<file path="src/rtl/core/cbm_pkg.sv">
// Shared types, codes and constants of the CSMA backoff MAC controller.
`default_nettype none

package cbm_pkg;

  localparam int ADDR_W     = 8;
  localparam int DRAW_W     = 10;
  localparam int SLOT_W     = 16;
  localparam int PROD_W     = DRAW_W + SLOT_W;
  localparam int OPCODE_W   = 3;
  localparam int CODE_W     = 2;
  localparam int CFG_IDX_W  = 2;
  localparam int CFG_DATA_W = SLOT_W;
  localparam int IN_DATA_W  = 40;
  localparam int OUT_DATA_W = 24;

  localparam int BACKOFF_BITS_DEF = 26;

  localparam logic [ADDR_W-1:0] BCAST_ADDR    = 8'hFF;
  localparam logic [ADDR_W-1:0] OWN_ADDR_RST  = 8'd0;
  localparam logic [DRAW_W-1:0] CW_RST        = 10'd10;
  localparam logic [SLOT_W-1:0] SLOT_RST      = 16'd20;

  // Event opcodes
  localparam logic [OPCODE_W-1:0] OP_SEND  = 3'd0;
  localparam logic [OPCODE_W-1:0] OP_CHAN  = 3'd1;
  localparam logic [OPCODE_W-1:0] OP_TICK  = 3'd2;
  localparam logic [OPCODE_W-1:0] OP_TXEND = 3'd3;
  localparam logic [OPCODE_W-1:0] OP_RXHDR = 3'd4;

  // Configuration register indexes
  localparam logic [CFG_IDX_W-1:0] CFG_OWN_ADDR = 2'd0;
  localparam logic [CFG_IDX_W-1:0] CFG_CW       = 2'd1;
  localparam logic [CFG_IDX_W-1:0] CFG_SLOT     = 2'd2;

  // Reported state codes
  localparam logic [CODE_W-1:0] CODE_IDLE    = 2'd0;
  localparam logic [CODE_W-1:0] CODE_CCABUSY = 2'd1;
  localparam logic [CODE_W-1:0] CODE_RUNNING = 2'd2;
  localparam logic [CODE_W-1:0] CODE_TX      = 2'd3;

  typedef enum logic [3:0] {
    ST_IDLE    = 4'b0001,
    ST_CCABUSY = 4'b0010,
    ST_RUNNING = 4'b0100,
    ST_TX      = 4'b1000
  } state_e;

  typedef struct packed {
    logic [OPCODE_W-1:0] opcode;
    logic [ADDR_W-1:0]   dest_address;
    logic                phy_busy;
    logic                phy_cca_busy;
    logic                phy_idle;
    logic                channel_busy;
    logic [DRAW_W-1:0]   backoff_draw;
    logic [ADDR_W-1:0]   rx_dest;
    logic [ADDR_W-1:0]   rx_src;
  } item_t;

  typedef struct packed {
    logic              accepted;
    logic              send_now;
    logic [ADDR_W-1:0] send_dest;
    logic              forward_up;
    logic [ADDR_W-1:0] forward_src;
    logic [CODE_W-1:0] mac_state;
    logic              bad_tx_end;
  } result_t;

  function automatic logic [CODE_W-1:0] state_code(state_e st);
    logic [CODE_W-1:0] code;
    case (st)
      ST_IDLE:    code = CODE_IDLE;
      ST_CCABUSY: code = CODE_CCABUSY;
      ST_RUNNING: code = CODE_RUNNING;
      ST_TX:      code = CODE_TX;
      default:    code = CODE_IDLE;
    endcase
    return code;
  endfunction

endpackage

`default_nettype wire

</file>
<file path="src/rtl/core/cbm_in_reg.sv">
// Input register: unpacks and holds one event until the core takes it.
`default_nettype none

module cbm_in_reg (
  input  wire logic                           clk_i,
  input  wire logic                           rst_ni,
  input  wire logic                           s_axis_tvalid,
  output logic                                s_axis_tready,
  input  wire logic [cbm_pkg::IN_DATA_W-1:0]  s_axis_tdata,
  input  wire logic [cbm_pkg::OPCODE_W-1:0]   s_axis_tuser,
  input  wire logic                           adv_i,
  output logic                                item_vld_o,
  output cbm_pkg::item_t                      item_o
);
  import cbm_pkg::*;

  logic  vld_q, vld_d;
  item_t item_q, item_d;
  logic  take;

  assign s_axis_tready = !vld_q || adv_i;
  assign take          = s_axis_tvalid && s_axis_tready;

  always_comb begin
    vld_d                = take ? 1'b1 : (adv_i ? 1'b0 : vld_q);
    item_d               = item_q;
    if (take) begin
      item_d.opcode       = s_axis_tuser;
      item_d.dest_address = s_axis_tdata[7:0];
      item_d.phy_busy     = s_axis_tdata[8];
      item_d.phy_cca_busy = s_axis_tdata[9];
      item_d.phy_idle     = s_axis_tdata[10];
      item_d.channel_busy = s_axis_tdata[11];
      item_d.backoff_draw = s_axis_tdata[21:12];
      item_d.rx_dest      = s_axis_tdata[29:22];
      item_d.rx_src       = s_axis_tdata[37:30];
    end
  end

  always_ff @(posedge clk_i or negedge rst_ni) begin
    if (!rst_ni) begin
      vld_q <= 1'b0;
    end else begin
      vld_q <= vld_d;
    end
  end

  always_ff @(posedge clk_i) begin
    item_q <= item_d;
  end

  assign item_vld_o = vld_q;
  assign item_o     = item_q;

endmodule

`default_nettype wire

</file>
<file path="src/rtl/core/cbm_core.sv">
// Controller state, configuration registers and the per-event update logic.
`default_nettype none

module cbm_core #(
  parameter int BACKOFF_BITS = cbm_pkg::BACKOFF_BITS_DEF
) (
  input  wire logic                            clk_i,
  input  wire logic                            rst_ni,
  input  wire logic                            cfg_we_i,
  input  wire logic [cbm_pkg::CFG_IDX_W-1:0]   cfg_idx_i,
  input  wire logic [cbm_pkg::CFG_DATA_W-1:0]  cfg_data_i,
  input  wire logic                            adv_i,
  input  wire cbm_pkg::item_t                  item_i,
  output cbm_pkg::result_t                     res_o
);
  import cbm_pkg::*;

  localparam int EXT_W = (BACKOFF_BITS > PROD_W) ? BACKOFF_BITS : PROD_W;
  localparam logic [EXT_W-1:0] LIMIT = EXT_W'({BACKOFF_BITS{1'b1}});

  logic [ADDR_W-1:0]       own_q;
  logic [DRAW_W-1:0]       cw_q;
  logic [SLOT_W-1:0]       slot_q;

  state_e                  state_q, state_d;
  logic [BACKOFF_BITS-1:0] rem_q, rem_d;
  logic [ADDR_W-1:0]       pend_q, pend_d;

  logic [DRAW_W-1:0]       draw_c;
  logic [PROD_W-1:0]       prod_c;
  logic [EXT_W-1:0]        prod_ext;
  logic [BACKOFF_BITS-1:0] load_c;
  logic [BACKOFF_BITS-1:0] rem_tick;
  logic [BACKOFF_BITS-1:0] start_rem;
  logic                    start;
  result_t                 res;

  // Clamp the draw below the window (to zero when the window is zero)
  always_comb begin
    draw_c = item_i.backoff_draw;
    if (cw_q == '0) begin
      draw_c = '0;
    end else if (draw_c >= cw_q) begin
      draw_c = cw_q - 1'b1;
    end
  end

  assign prod_c   = {{SLOT_W{1'b0}}, draw_c} * {{DRAW_W{1'b0}}, slot_q};
  assign prod_ext = EXT_W'(prod_c);
  assign load_c   = (prod_ext > LIMIT) ? {BACKOFF_BITS{1'b1}} : BACKOFF_BITS'(prod_ext);
  assign rem_tick = (rem_q == '0) ? rem_q : rem_q - 1'b1;

  always_comb begin
    res       = '0;
    state_d   = state_q;
    rem_d     = rem_q;
    pend_d    = pend_q;
    start     = 1'b0;
    start_rem = rem_q;
    case (item_i.opcode)
      OP_SEND: begin
        if (state_q == ST_IDLE) begin
          res.accepted = 1'b1;
          if (item_i.phy_busy) begin
            rem_d   = load_c;
            pend_d  = item_i.dest_address;
            state_d = ST_CCABUSY;
          end else begin
            state_d       = ST_TX;
            res.send_now  = 1'b1;
            res.send_dest = item_i.dest_address;
          end
        end
      end
      OP_CHAN: begin
        if (item_i.channel_busy) begin
          if (state_q == ST_RUNNING) begin
            state_d = ST_CCABUSY;
          end
        end else if (state_q == ST_CCABUSY && !item_i.phy_cca_busy) begin
          start = 1'b1;
        end
      end
      OP_TICK: begin
        if (state_q == ST_RUNNING) begin
          rem_d     = rem_tick;
          start_rem = rem_tick;
          start     = 1'b1;
        end
      end
      OP_TXEND: begin
        if (state_q == ST_TX) begin
          state_d = ST_IDLE;
        end else if (state_q == ST_CCABUSY) begin
          start = item_i.phy_idle;
        end else begin
          res.bad_tx_end = 1'b1;
        end
      end
      OP_RXHDR: begin
        if (item_i.rx_dest == own_q || item_i.rx_dest == BCAST_ADDR) begin
          res.forward_up  = 1'b1;
          res.forward_src = item_i.rx_src;
        end
      end
      default: ;
    endcase

    // Resume the backoff; send straight away once it has run out
    if (start) begin
      state_d = ST_RUNNING;
      if (start_rem == '0) begin
        state_d       = ST_TX;
        res.send_now  = 1'b1;
        res.send_dest = pend_q;
      end
    end
    res.mac_state = state_code(state_d);
  end

  always_ff @(posedge clk_i or negedge rst_ni) begin
    if (!rst_ni) begin
      state_q <= ST_IDLE;
      rem_q   <= '0;
      pend_q  <= '0;
      own_q   <= OWN_ADDR_RST;
      cw_q    <= CW_RST;
      slot_q  <= SLOT_RST;
    end else begin
      if (adv_i) begin
        state_q <= state_d;
        rem_q   <= rem_d;
        pend_q  <= pend_d;
      end
      if (cfg_we_i) begin
        case (cfg_idx_i)
          CFG_OWN_ADDR: own_q  <= cfg_data_i[ADDR_W-1:0];
          CFG_CW:       cw_q   <= cfg_data_i[DRAW_W-1:0];
          CFG_SLOT:     slot_q <= cfg_data_i[SLOT_W-1:0];
          default: ;
        endcase
      end
    end
  end

  assign res_o = res;

endmodule

`default_nettype wire

</file>
<file path="src/rtl/core/cbm_out_reg.sv">
// Result register: packs and holds one result until the sink takes it.
`default_nettype none

module cbm_out_reg (
  input  wire logic                           clk_i,
  input  wire logic                           rst_ni,
  input  wire logic                           load_i,
  input  wire cbm_pkg::result_t               res_i,
  output logic                                m_axis_tvalid,
  input  wire logic                           m_axis_tready,
  output logic [cbm_pkg::OUT_DATA_W-1:0]      m_axis_tdata
);
  import cbm_pkg::*;

  logic    vld_q, vld_d;
  result_t res_q;

  always_comb begin
    vld_d = vld_q;
    if (load_i) begin
      vld_d = 1'b1;
    end else if (m_axis_tready) begin
      vld_d = 1'b0;
    end
  end

  always_ff @(posedge clk_i or negedge rst_ni) begin
    if (!rst_ni) begin
      vld_q <= 1'b0;
    end else begin
      vld_q <= vld_d;
    end
  end

  // Hold the payload while the transfer is stalled
  always_ff @(posedge clk_i) begin
    if (load_i) begin
      res_q <= res_i;
    end
  end

  assign m_axis_tvalid = vld_q;
  assign m_axis_tdata  = {2'b00, res_q.bad_tx_end, res_q.mac_state, res_q.forward_src,
                          res_q.forward_up, res_q.send_dest, res_q.send_now,
                          res_q.accepted};

endmodule

`default_nettype wire

</file>
<file path="src/rtl/core/csma_backoff_mac_controller.sv">
// Top level of the CSMA MAC controller with freezing random backoff.
//
//  channel   direction  handshake                      payload
//  s_axis    in         s_axis_tvalid / s_axis_tready  tdata event fields, tuser opcode
//  m_axis    out        m_axis_tvalid / m_axis_tready  tdata result fields
//  cfg       in         cfg_we_i (no ready)            cfg_idx_i, cfg_data_i
//
// One event per cycle sustained while the sink accepts results; each event yields one result
// through the input register, then the result register (the backoff multiply and the state
// update are combinational between them).
// Reset puts the controller in idle with zero backoff and the registers at their
// defaults (own address 0, window 10, slot length 20).
// A stalled sink holds the result; one further event is taken into the input register.
`default_nettype none

module csma_backoff_mac_controller #(
  parameter int BACKOFF_BITS = cbm_pkg::BACKOFF_BITS_DEF
) (
  input  wire logic                            clk_i,
  input  wire logic                            rst_ni,
  // lowest bit up: dest_address[7:0], phy_busy, phy_cca_busy, phy_idle,
  // channel_busy, backoff_draw[9:0], rx_dest[7:0], rx_src[7:0], zero fill
  input  wire logic [cbm_pkg::IN_DATA_W-1:0]   s_axis_tdata,
  // opcode[2:0]
  input  wire logic [cbm_pkg::OPCODE_W-1:0]    s_axis_tuser,
  input  wire logic                            s_axis_tvalid,
  output logic                                 s_axis_tready,
  // lowest bit up: accepted, send_now, send_dest[7:0], forward_up,
  // forward_src[7:0], mac_state[1:0], bad_tx_end, zero fill
  output logic [cbm_pkg::OUT_DATA_W-1:0]       m_axis_tdata,
  output logic                                 m_axis_tvalid,
  input  wire logic                            m_axis_tready,
  input  wire logic                            cfg_we_i,
  input  wire logic [cbm_pkg::CFG_IDX_W-1:0]   cfg_idx_i,
  input  wire logic [cbm_pkg::CFG_DATA_W-1:0]  cfg_data_i
);
  import cbm_pkg::*;

  logic    item_vld;
  item_t   item;
  result_t res;
  logic    adv;

  // Advance when an event is held and the result register is free or being emptied
  assign adv = item_vld && (!m_axis_tvalid || m_axis_tready);

  cbm_in_reg u_in_reg (
    .clk_i         (clk_i),
    .rst_ni        (rst_ni),
    .s_axis_tvalid (s_axis_tvalid),
    .s_axis_tready (s_axis_tready),
    .s_axis_tdata  (s_axis_tdata),
    .s_axis_tuser  (s_axis_tuser),
    .adv_i         (adv),
    .item_vld_o    (item_vld),
    .item_o        (item)
  );

  cbm_core #(
    .BACKOFF_BITS (BACKOFF_BITS)
  ) u_core (
    .clk_i      (clk_i),
    .rst_ni     (rst_ni),
    .cfg_we_i   (cfg_we_i),
    .cfg_idx_i  (cfg_idx_i),
    .cfg_data_i (cfg_data_i),
    .adv_i      (adv),
    .item_i     (item),
    .res_o      (res)
  );

  cbm_out_reg u_out_reg (
    .clk_i         (clk_i),
    .rst_ni        (rst_ni),
    .load_i        (adv),
    .res_i         (res),
    .m_axis_tvalid (m_axis_tvalid),
    .m_axis_tready (m_axis_tready),
    .m_axis_tdata  (m_axis_tdata)
  );

  // The input side only stalls behind a full result register
  a_stall_only_when_full: assert property (@(posedge clk_i) disable iff (!rst_ni)
    !s_axis_tready |-> (m_axis_tvalid && !m_axis_tready && item_vld))
    else $error("input stalled with room downstream");

  // A computed send always leaves the controller transmitting
  a_send_means_tx: assert property (@(posedge clk_i) disable iff (!rst_ni)
    (adv && res.send_now) |-> (res.mac_state == CODE_TX))
    else $error("send without transmit state");

  // A refused transmit end leaves idle or running untouched
  a_bad_end_state: assert property (@(posedge clk_i) disable iff (!rst_ni)
    (adv && res.bad_tx_end) |-> (res.mac_state == CODE_IDLE || res.mac_state == CODE_RUNNING))
    else $error("bad transmit end in wrong state");

  // An accepted request that is not sent at once waits for the carrier
  a_deferred_to_cca: assert property (@(posedge clk_i) disable iff (!rst_ni)
    (adv && res.accepted && !res.send_now) |=> (m_axis_tdata[20:19] == CODE_CCABUSY))
    else $error("deferred request not in carrier busy");

endmodule

`default_nettype wire

</file>
<file path="config.mk">
export PLATFORM = sky130hd
export DESIGN_NAME = csma_backoff_mac_controller
export DESIGN_NICKNAME = d
export VERILOG_FILES = /design/src/rtl/core/cbm_pkg.sv /design/src/rtl/core/cbm_in_reg.sv /design/src/rtl/core/cbm_core.sv /design/src/rtl/core/cbm_out_reg.sv /design/src/rtl/core/csma_backoff_mac_controller.sv
export SDC_FILE = /design/constraint.sdc
export NUM_CORES = 1
export LEC_CHECK = 0
export BUFFER_PORTS_ARGS = -buffer_cell sky130_fd_sc_hd__buf_4
export CORE_MARGIN = 8
export CORE_UTILIZATION = 42
export CTS_BUF_LIST = sky130_fd_sc_hd__clkbuf_2 sky130_fd_sc_hd__clkbuf_4 sky130_fd_sc_hd__clkbuf_8
export DETAILED_ROUTE_END_ITERATION = 8
export GPL_TIMING_DRIVEN = 1
export PLACE_DENSITY = 0.63
export SLEW_MARGIN = 25
export SYNTH_ARGS = -nofsm -noshare
export SYNTH_HDL_FRONTEND = slang
export SYNTH_SLANG_ARGS = --single-unit
</file>
<file path="constraint.sdc">
create_clock -name clk_i -period 8.35 [get_ports clk_i]
set_input_delay 0.4175 -clock clk_i [delete_from_list [all_inputs] [get_ports clk_i]]
set_output_delay 0.4175 -clock clk_i [all_outputs]
set_load 0.02 [all_outputs]
</file>
* Word level (Yosys, flattened, before mapping)
Index checks and enable logic that the tools add are counted.
** Cells by class
- $add $sub $neg :: 2
- Multipliers :: 1
- Div/mod/pow operators :: 0
- Order comparisons :: 2
- Eq/ne operators :: 17
- Shift-type cells :: 0
- Multiplexer cells :: 35
- Bitwise gates (word level) :: 1
- Reductions and logical operators :: 24
** Operator list (number)
- $mux 26 :: 6
- $logic_not 26->1 :: 2
- $pmux 26 s2 :: 1
- $mux 9 :: 5
- $mux 10 :: 3
- $mux 4 :: 7
- $gt 26x26->1 const B :: 1
- $mul 10x16->26 :: 1
- $sub 26x1->26 const B :: 1
- $pmux 4 s3 :: 1
- $ge 10x10->1 :: 1
- $logic_not 10->1 :: 1
- $mux 1 :: 10
- $sub 10x1->10 const B :: 1
- $eq 4x2->1 const B :: 2
- $eq 4x3->1 const B :: 2
- $eq 4x4->1 const B :: 2
- $eq 8x8->1 :: 1
- $eq 8x8->1 const B :: 1
- $reduce_and 2->1 :: 4
- $reduce_and 4->1 :: 2
- $eq 3x2->1 const B :: 2
- $pmux 2 s3 :: 1
- $reduce_bool 2->1 :: 3
- 15 further kinds :: 21
** Storage, ports and cells
- Bits in registers :: 137
- Latch bits :: 0
- RAM bits :: 0
- ROM bits :: 0
- Bits of input ports :: 66
- Output and inout bits :: 26
- Word-level logic and storage cells :: 106
- Memories kept :: 0

* Longest topological paths before layout
Gate-level depths: netlist of the first run.
- Word-level depth :: 9
- Mapped depth :: 30
- Depth with buffers taken out :: 29

* Cells and area by module
From an unflattened synthesis of the first run, not the netlist that was laid out.
** Second synthesis, totals
- Cell total of the unflattened synthesis :: 1224
- Area, all modules :: 12014.0 sq um
** Modules (own cells, without submodules)
- cbm_core :: instances 1, cells an instance 1149, area an instance 10002.1 sq um
- cbm_in_reg :: instances 1, cells an instance 45, area an instance 1285.0 sq um
- cbm_out_reg :: instances 1, cells an instance 28, area an instance 715.7 sq um
- csma_backoff_mac_controller :: instances 1, cells an instance 2, area an instance 11.3 sq um

* Least setup slack after synthesis of the first run
OpenSTA, ideal clock, no wires.
- Kind :: flip-flop to flip-flop
- Start point :: register u_core.cw_q[1]
- End point :: register u_core.rem_q[23]
- Library setup time :: 84 ps
- Data arrival time :: 7347 ps
- Slack :: 920 ps
- Stages on the path, launching flop included :: 30
- Buffers on the path :: 1
- Cell sequence :: dfstp_2 > inv_1 > ha_1 > a21o_1 > a21o_1 > a211oi_1 > o21a_1 > nor2_1 > a211oi_1 > clkbuf_1 > nand2_1 > fa_1 > inv_1 > fa_1 > inv_1 > fa_1 > inv_1 > fa_1 > inv_1 > fa_1 > inv_1 > ha_1 > a21oi_1 > o21a_1 > o2111ai_1 > a311o_1 > a2111oi_0 > o21ai_0 > o41a_1 > o21ai_0
** Between the ends
- Word-level cells in the longest chain between the ends :: 9
- Elaborated cells between the ends (all ways) :: 11
- Those cells by class :: add/sub (1); mul (1); order compare (2); mux (6); reduce/logical (1)
** RTL lines
- start, declared :: line cbm_core.sv:22 : logic [DRAW_W-1:0] cw_q;
- start signal, assigned :: line cbm_core.sv:138 : CFG_CW: cw_q <= cfg_data_i[DRAW_W-1:0];
- $sub 10x1->10 / $ge 10x10->1 (equally long branches) :: line cbm_core.sv:44, cbm_core.sv:43
- $mux 10 :: line cbm_core.sv:43 : end else if (draw_c >= cw_q) begin
- $mux 10 (*) :: line cbm_core.sv:41 : if (cw_q == '0) begin
- $mul 10x16->26 (*) :: line cbm_core.sv:48 : assign prod_c = {{SLOT_W{1'b0}}, draw_c} * {{DRAW_W{1'b0}}, slot_q};
- $gt 26x26->1 :: line cbm_core.sv:50 : assign load_c = (prod_ext > LIMIT) ? {BACKOFF_BITS{1'b1}} : BACKOFF_BITS'(prod_ext);
- $mux 26 (*) :: line cbm_core.sv:50
- $mux 26 (*) :: line cbm_core.sv:64 : if (item_i.phy_busy) begin
- $mux 26 (*) :: line cbm_core.sv:62 : if (state_q == ST_IDLE) begin
- $pmux 26 s2 (*) :: line cbm_core.sv:60 : case (item_i.opcode)
- end signal, assigned :: line cbm_core.sv:132 : rem_q <= rem_d;
- end, declared :: line cbm_core.sv:26 : logic [BACKOFF_BITS-1:0] rem_q, rem_d;
Mark *: on every way between the ends. The rest lies on a longest branch, timed or not. The select of a mux whose other input is x is not followed.
A chain may end at the register's enable or synchronous reset.

* Worst setup path after layout of the first run
- Start point :: register u_core.cw_q[1]
- End point :: register u_core.rem_q[25]
Same word-level chain as after synthesis.

==> flow_summary.toml, run 1 <==
[synth]
syn-cell-area_sq_um = 12000
yosys.area.top_type = "fa_1"
seq_area_frac_synth_pct = 31.1
synth_area_per_cell_sq_um = 9.82
synth.area.top_cells = "fa_1, edfxtp_1, dfrtp_1"
synthTopCellsByCount = "inv_1, nand2_1, fa_1, and2_1, ha_1"
yosysMostFrequentCell = "inv_1"
synth_ff_type = "dfrtp_1"
syn_inst = 1227
ys_types = 75
netlist.area_leader.share_pct = 18.3
synth_seq_cells = 137
synth-async-reset-ratio_pct = 54.0
synth_edf_count = 63
ys_warn_count = 0

[routing]
num_vias = 9216
wl_per_cell_um = 17.1
drt_first_pass_iters = 5
top_layer = "met4"
drt-total-wl_um = 28900
detailroute.wirelength.met2_um = 13900
drt_iter0_drc = 604
wl_met1_um = 12900
drc = 0
met3_length_um = 1350
vias_per_cell = 5.44
ant_nets = 0

[timing]
fin_crit_sh_pct = 92.6
finClkSkew_ps = 27.2
slew_headroom_pct = 31.8
setup-tns-final_ps = 0
maxSlewViolCount = 0
rsz0062_at_grt = "no"
worst_slew_pin_slew_ps = 1010
fmax_ghz = 0.129
hold_viol = 0
setup_viol = 0
layout_min_cycle_time_ps = 7730

[critical_path]
worstPathMaxFanout = 16
crit_path_start = "u_core.cw_q[1]"
reg2reg_depth = 30
rr_startpoint = "u_core.cw_q[1]"
worstSetupPathType = "reg -> reg"
required_ps = 8670
r2r_end = "u_core.rem_q[25]"
critPathLaunchType = "flop"
crit_path_end = "u_core.rem_q[25]"
slowest_delay_ps = 590
cpMaxStageDelayCell = "o21ai_1"
rrSetupSlack_ps = 620
arrival_ps = 8050
timing.critical_path.mode_cell = "inv_1"
end_kind = "flop"

[clocking]
cts_tree = "done"
clkTransAtPathRegs_ps = 110
post_cts_buffers = 0
clockRootBuffer = "clkbuf_8"
cts_resized = 0
cts_max_path_buffers = 2
cts.sinks = 137
clk_latency_ps = 450
htree_levels = 4
numCtsBuffers = 17

[cells_and_area]
postLayoutCellArea_sq_um = 13600
n_antenna_cell = 0
drive_gt1_share_pct = 16.0
fin_nets = 1546
syn_to_final_growth_pct = 12.6

[global_route]
antenna_found_initial = 1
grt_util_all_layers_pct = 17.9
first_global_vias = 9689
grt_pass1_wl_um = 49300
grt_remaining_overflow = 0
grt_max_degree = 42

[die]
design.core.area_sq_um = 28500
start_util_pct = 42.3
fp-row-count = 62
die_h_um = 185
chipWidth_um = 185
io_pins = 92
die_area_sq_um = 34400

[status]
status = "finished, final reports clean"

[min_path]
hold_path_class = "in -> reg"

[place]
place.port_buffers = 87
gp_congestion = 0.879
dp_hpwl_um = 22100
placed_area_sq_um = 13100

[flow_run]
drv_cap = 0
[cell families (layout without fill, tap and decap cells)]
logic type | after synthesis | after routing | synth area share [%]
other | 1 | 2 | 0.0311
XOR/XNOR | 34 | 34 | 2.47
buffers and inverters | 198 | 279 | 6.39
AO/OA/AOI/OAI | 226 | 226 | 12.1
adder cells (fa/ha/maj) | 184 | 184 | 26.0
multiplexers | 45 | 45 | 4.19
flip-flops | 137 | 137 | 31.1
AND/OR/NAND/NOR | 402 | 402 | 17.7
[metal layers]
| metal | up-vias | GRT usage [%] |
|---|---|---|
| li1 | 4366 | - |
| met4 | 0 | 5.35 |
| met3 | 52 | 3.39 |
| met5 | - | 0 |
| met1 | 4562 | 23.3 |
| met2 | 236 | 29.7 |
[cell type report]
cell class	count	area, sq um
Clock buffer	17	234
Clock inverter	15	180
Fill cell	2687	14900
Inverter	141	529
Multi-Input combinational cell	893	7570
Sequential cell	137	3750
Tap cell	384	480
Timing Repair Buffer	106	818
[registers in the layout, indices dropped and copies added, names as in the netlist, 4 cells and up]
name,flops
u_in_reg.item_o,41
u_core.rem_q,26
u_out_reg.m_axis_tdata,22
u_core.slot_q,16
u_core.cw_q,10
u_core.own_q,8
u_core.pend_q,8
u_core.state_q,4
[worst min-delay path by stage]
stage,startpoint,end,slack (ps),depth (start not counted)
6_report,s_axis_tdata[4],u_in_reg.item_o[34],130,1
5_1_grt,s_axis_tdata[36],u_in_reg.item_o[6],90,1
4_1_cts,s_axis_tdata[4],u_in_reg.item_o[34],100,1
3_5_place_dp,rst_ni,u_core.rem_q[2],440,1
3_3_place_gp,u_in_reg.item_vld_o,u_out_reg.m_axis_tvalid,470,1
2_1_floorplan,rst_ni,u_core.cw_q[0],120,0
[per-stage QoR]
| stage | setup slack [ps] | hold slack (ps) | instances | utilization [%] |
|---|---|---|---|---|
| after detailed placement | 683 | 444 | 1660 | 46.1 |
| after floorplan | 920 | 122 | 1228 | - |
| final | 617 | 133 | 1693 | 47.6 |
| after CTS | 637 | 95.2 | 1693 | 47.6 |
| after global placement | 698 | 471 | 1659 | 46.0 |
| after global routing | 139 | 91.9 | 1693 | 47.6 |
[cells in the final DEF, fill, tap and decap left out, types with 6 or more instances in the layout]
| cell type | synthesis | routed |
|---|---|---|
| inv_1 | 140 | 140 |
| nand2_1 | 130 | 129 |
| fa_1 | 110 | 110 |
| buf_4 | 2 | 104 |
| and2_1 | 90 | 89 |
| ha_1 | 74 | 74 |
| a21oi_1 | 70 | 70 |
| dfrtp_1 | 69 | 69 |
| edfxtp_1 | 63 | 63 |
| o21ai_0 | 43 | 43 |
| mux2_2 | 43 | 43 |
| nor2_1 | 37 | 37 |
| nor3_1 | 30 | 30 |
| xnor2_1 | 18 | 18 |
| clkbuf_8 | 0 | 17 |
| nor4_1 | 17 | 16 |
| xor2_1 | 16 | 16 |
| nand4_1 | 14 | 14 |
| a21o_1 | 13 | 13 |
| nand3_1 | 12 | 12 |
| a31oi_1 | 11 | 11 |
| nand2b_1 | 11 | 11 |
| a22o_1 | 11 | 11 |
| o22ai_1 | 10 | 10 |
| nor2b_1 | 9 | 9 |
| or3_1 | 9 | 9 |
| a211oi_1 | 13 | 9 |
| or4_1 | 6 | 6 |
| and3_1 | 6 | 6 |
| o21a_1 | 6 | 6 |
| inv_8 | 0 | 6 |
[repair_timing]
item                                    4_1_cts  5_1_grt
endpoints found under the setup margin        0        0
hold buffers                                  1        0
hold endpoints to repair                     32        0
[worst max-delay path, delay by kind of cell (launching register included)]
| family | cells | cell delay [ps] |
|---|---|---|
| flip-flops | 1 | 560 |
| AO/OA/AOI/OAI | 12 | 2710 |
| adder cells (fa/ha/maj) | 7 | 3210 |
| buffers and inverters | 8 | 740 |
| AND/OR/NAND/NOR | 3 | 380 |
Power of run 1 is not shown: default switching activity piles up to over one toggle a cycle in this logic, so the estimate is an artifact.
==> run 2: changes to the inputs <==
--- a/config.mk
+++ b/config.mk
@@ -5,13 +5,13 @@
 export SDC_FILE = /design/constraint.sdc
 export NUM_CORES = 1
 export LEC_CHECK = 0
-export BUFFER_PORTS_ARGS = -buffer_cell sky130_fd_sc_hd__buf_4
 export CORE_MARGIN = 8
 export CORE_UTILIZATION = 42
 export CTS_BUF_LIST = sky130_fd_sc_hd__clkbuf_2 sky130_fd_sc_hd__clkbuf_4 sky130_fd_sc_hd__clkbuf_8
 export DETAILED_ROUTE_END_ITERATION = 8
+export DONT_BUFFER_PORTS = 1
 export GPL_TIMING_DRIVEN = 1
-export PLACE_DENSITY = 0.63
+export PLACE_DENSITY = 0.6
 export SLEW_MARGIN = 25
 export SYNTH_ARGS = -nofsm -noshare
 export SYNTH_HDL_FRONTEND = slang
==> flow_summary.toml, run 2 (synthesis results as in run 1) <==
[status]
status = "finished, final reports clean"

[routing]
drc = 0
vias_per_cell = 5.53
wl_per_cell_um = 17.9
num_vias = 8879
drt-total-wl_um = 28800
ant_nets = 0
drt_iter0_drc = 507
drt_first_pass_iters = 5

[die]
chipWidth_um = 185
die_h_um = 185
fp-row-count = 62
start_util_pct = 42.3
die_area_sq_um = 34400
design.core.area_sq_um = 28500
io_pins = 92

[cells_and_area]
largest_reg_flops = 41
drive_gt1_share_pct = 10.3
final_cell_mix = "inv_1, nand2_1, fa_1"
fin_nets = 1459
utilization_pct = 45.4
final_common_cell = "inv_1"
syn_to_final_growth_pct = 7.42
fill_cells = 2708
final_cells = 1606
n_antenna_cell = 0

[clocking]
htree_levels = 4
cts_max_path_buffers = 2
numCtsBuffers = 17
clockRootBuffer = "clkbuf_8"
clkTransAtPathRegs_ps = 110
cts_tree = "done"
clk_latency_ps = 460
cts.sinks = 137
post_cts_buffers = 0

[timing]
rsz0062_at_grt = "no"
setup-tns-final_ps = 0
layout_min_cycle_time_ps = 7730
slew_headroom_pct = 35.8
finClkSkew_ps = 24.6
fin_crit_sh_pct = 92.6
hold_viol = 0
fmax_ghz = 0.129
maxSlewViolCount = 0
setup_viol = 0
worst_slew_pin_slew_ps = 957
fin_ws_ps = 621

[flow_run]
drv_cap = 0

[critical_path]
required_ps = 8730
slowest_delay_ps = 540
worstSetupPathType = "reg -> reg"
end_kind = "flop"
critPathLaunchType = "flop"
timing.critical_path.mode_cell = "fa_1"
worstPathMaxFanout = 16
reg2reg_depth = 27
cpMaxStageDelayCell = "fa_1"
arrival_ps = 8110

[global_route]
grt_max_degree = 75
antenna_found_initial = 0
first_global_vias = 9374
grt_remaining_overflow = 0
grt_util_all_layers_pct = 17.7
grt_pass1_wl_um = 48700

[place]
dp_cells = 1572
preCtsSetupSlack_ps = 356
dp_hpwl_um = 21700
gp_congestion = 0.906
place.port_buffers = 0

[min_path]
hold_path_class = "in -> reg"
min_delay_path_depth = 0
## run 2: cell count changes in the layout (fill, tap and decap cells not counted), sizes merged
cell / before / now
inv: 146 / 147
clkinvlp: 3 / 1
clkinv: 7 / 8
buf: 105 / 18
## run 2: path summary, 6_finish.rpt
| path | from | endpoint | slack [ps] |
|---|---|---|---|
| max | u_core.cw_q[0] | u_core.rem_q[23] | 620 |
| min | s_axis_tdata[30] | u_in_reg.item_o[0] | 50 |
| max reg2reg | u_core.cw_q[0] | u_core.rem_q[23] | 620 |
| min reg2reg | u_core.state_q[0] | u_core.state_q[0] | 510 |
| max in group asynchronous | rst_ni | u_core.slot_q[4] | 7370 |
| min in group asynchronous | rst_ni | u_core.rem_q[19] | 560 |
## run 2: cell type report
cell class | instances | area (sq um) | area share [%]
repair buffers | 19 | 165 | 1.28
flip-flops and latches | 137 | 3750 | 29.0
clock buffers | 17 | 234 | 1.81
inverters | 141 | 529 | 4.09
well taps | 384 | 480 | 3.71
multi-input cells | 893 | 7600 | 58.7
clock inverters | 15 | 180 | 1.39
## run 2: layer usage
metal	track usage [%]	share of wire, %	wire, um	up-vias
met4	4.23	1.5	427	0
li1	-	-	-	4177
met1	22.8	43	12500	4411
met3	4.51	6.4	1840	31
met5	0	0	0	-
met2	29.6	49	14000	260
## run 2: timing repair
action	in CTS	in global routing
endpoints found under the setup margin	0	1
resized for setup	0	2
hold buffers	2	0
endpoints found under the hold margin	74	0
## run 2: critical path, delay by kind of cell, from the launching register on
kind	cells	cell delay, ps
AOI/OAI and AO/OA	10	2550
adders and majority gates	7	3280
buffers and inverters	5	610
DFF	1	470
and+or+nand+nor	5	750
## run 2: per-stage QoR
step           hold WS, ps  cell area [sq um]
3_3_place_gp           135              12500
2_1_floorplan          122              12000
4_1_cts               15.8              12900
5_1_grt               8.13              12900
6_report              49.2              12900
3_5_place_dp           135              12500
Power of run 2 is left out for the same reason.
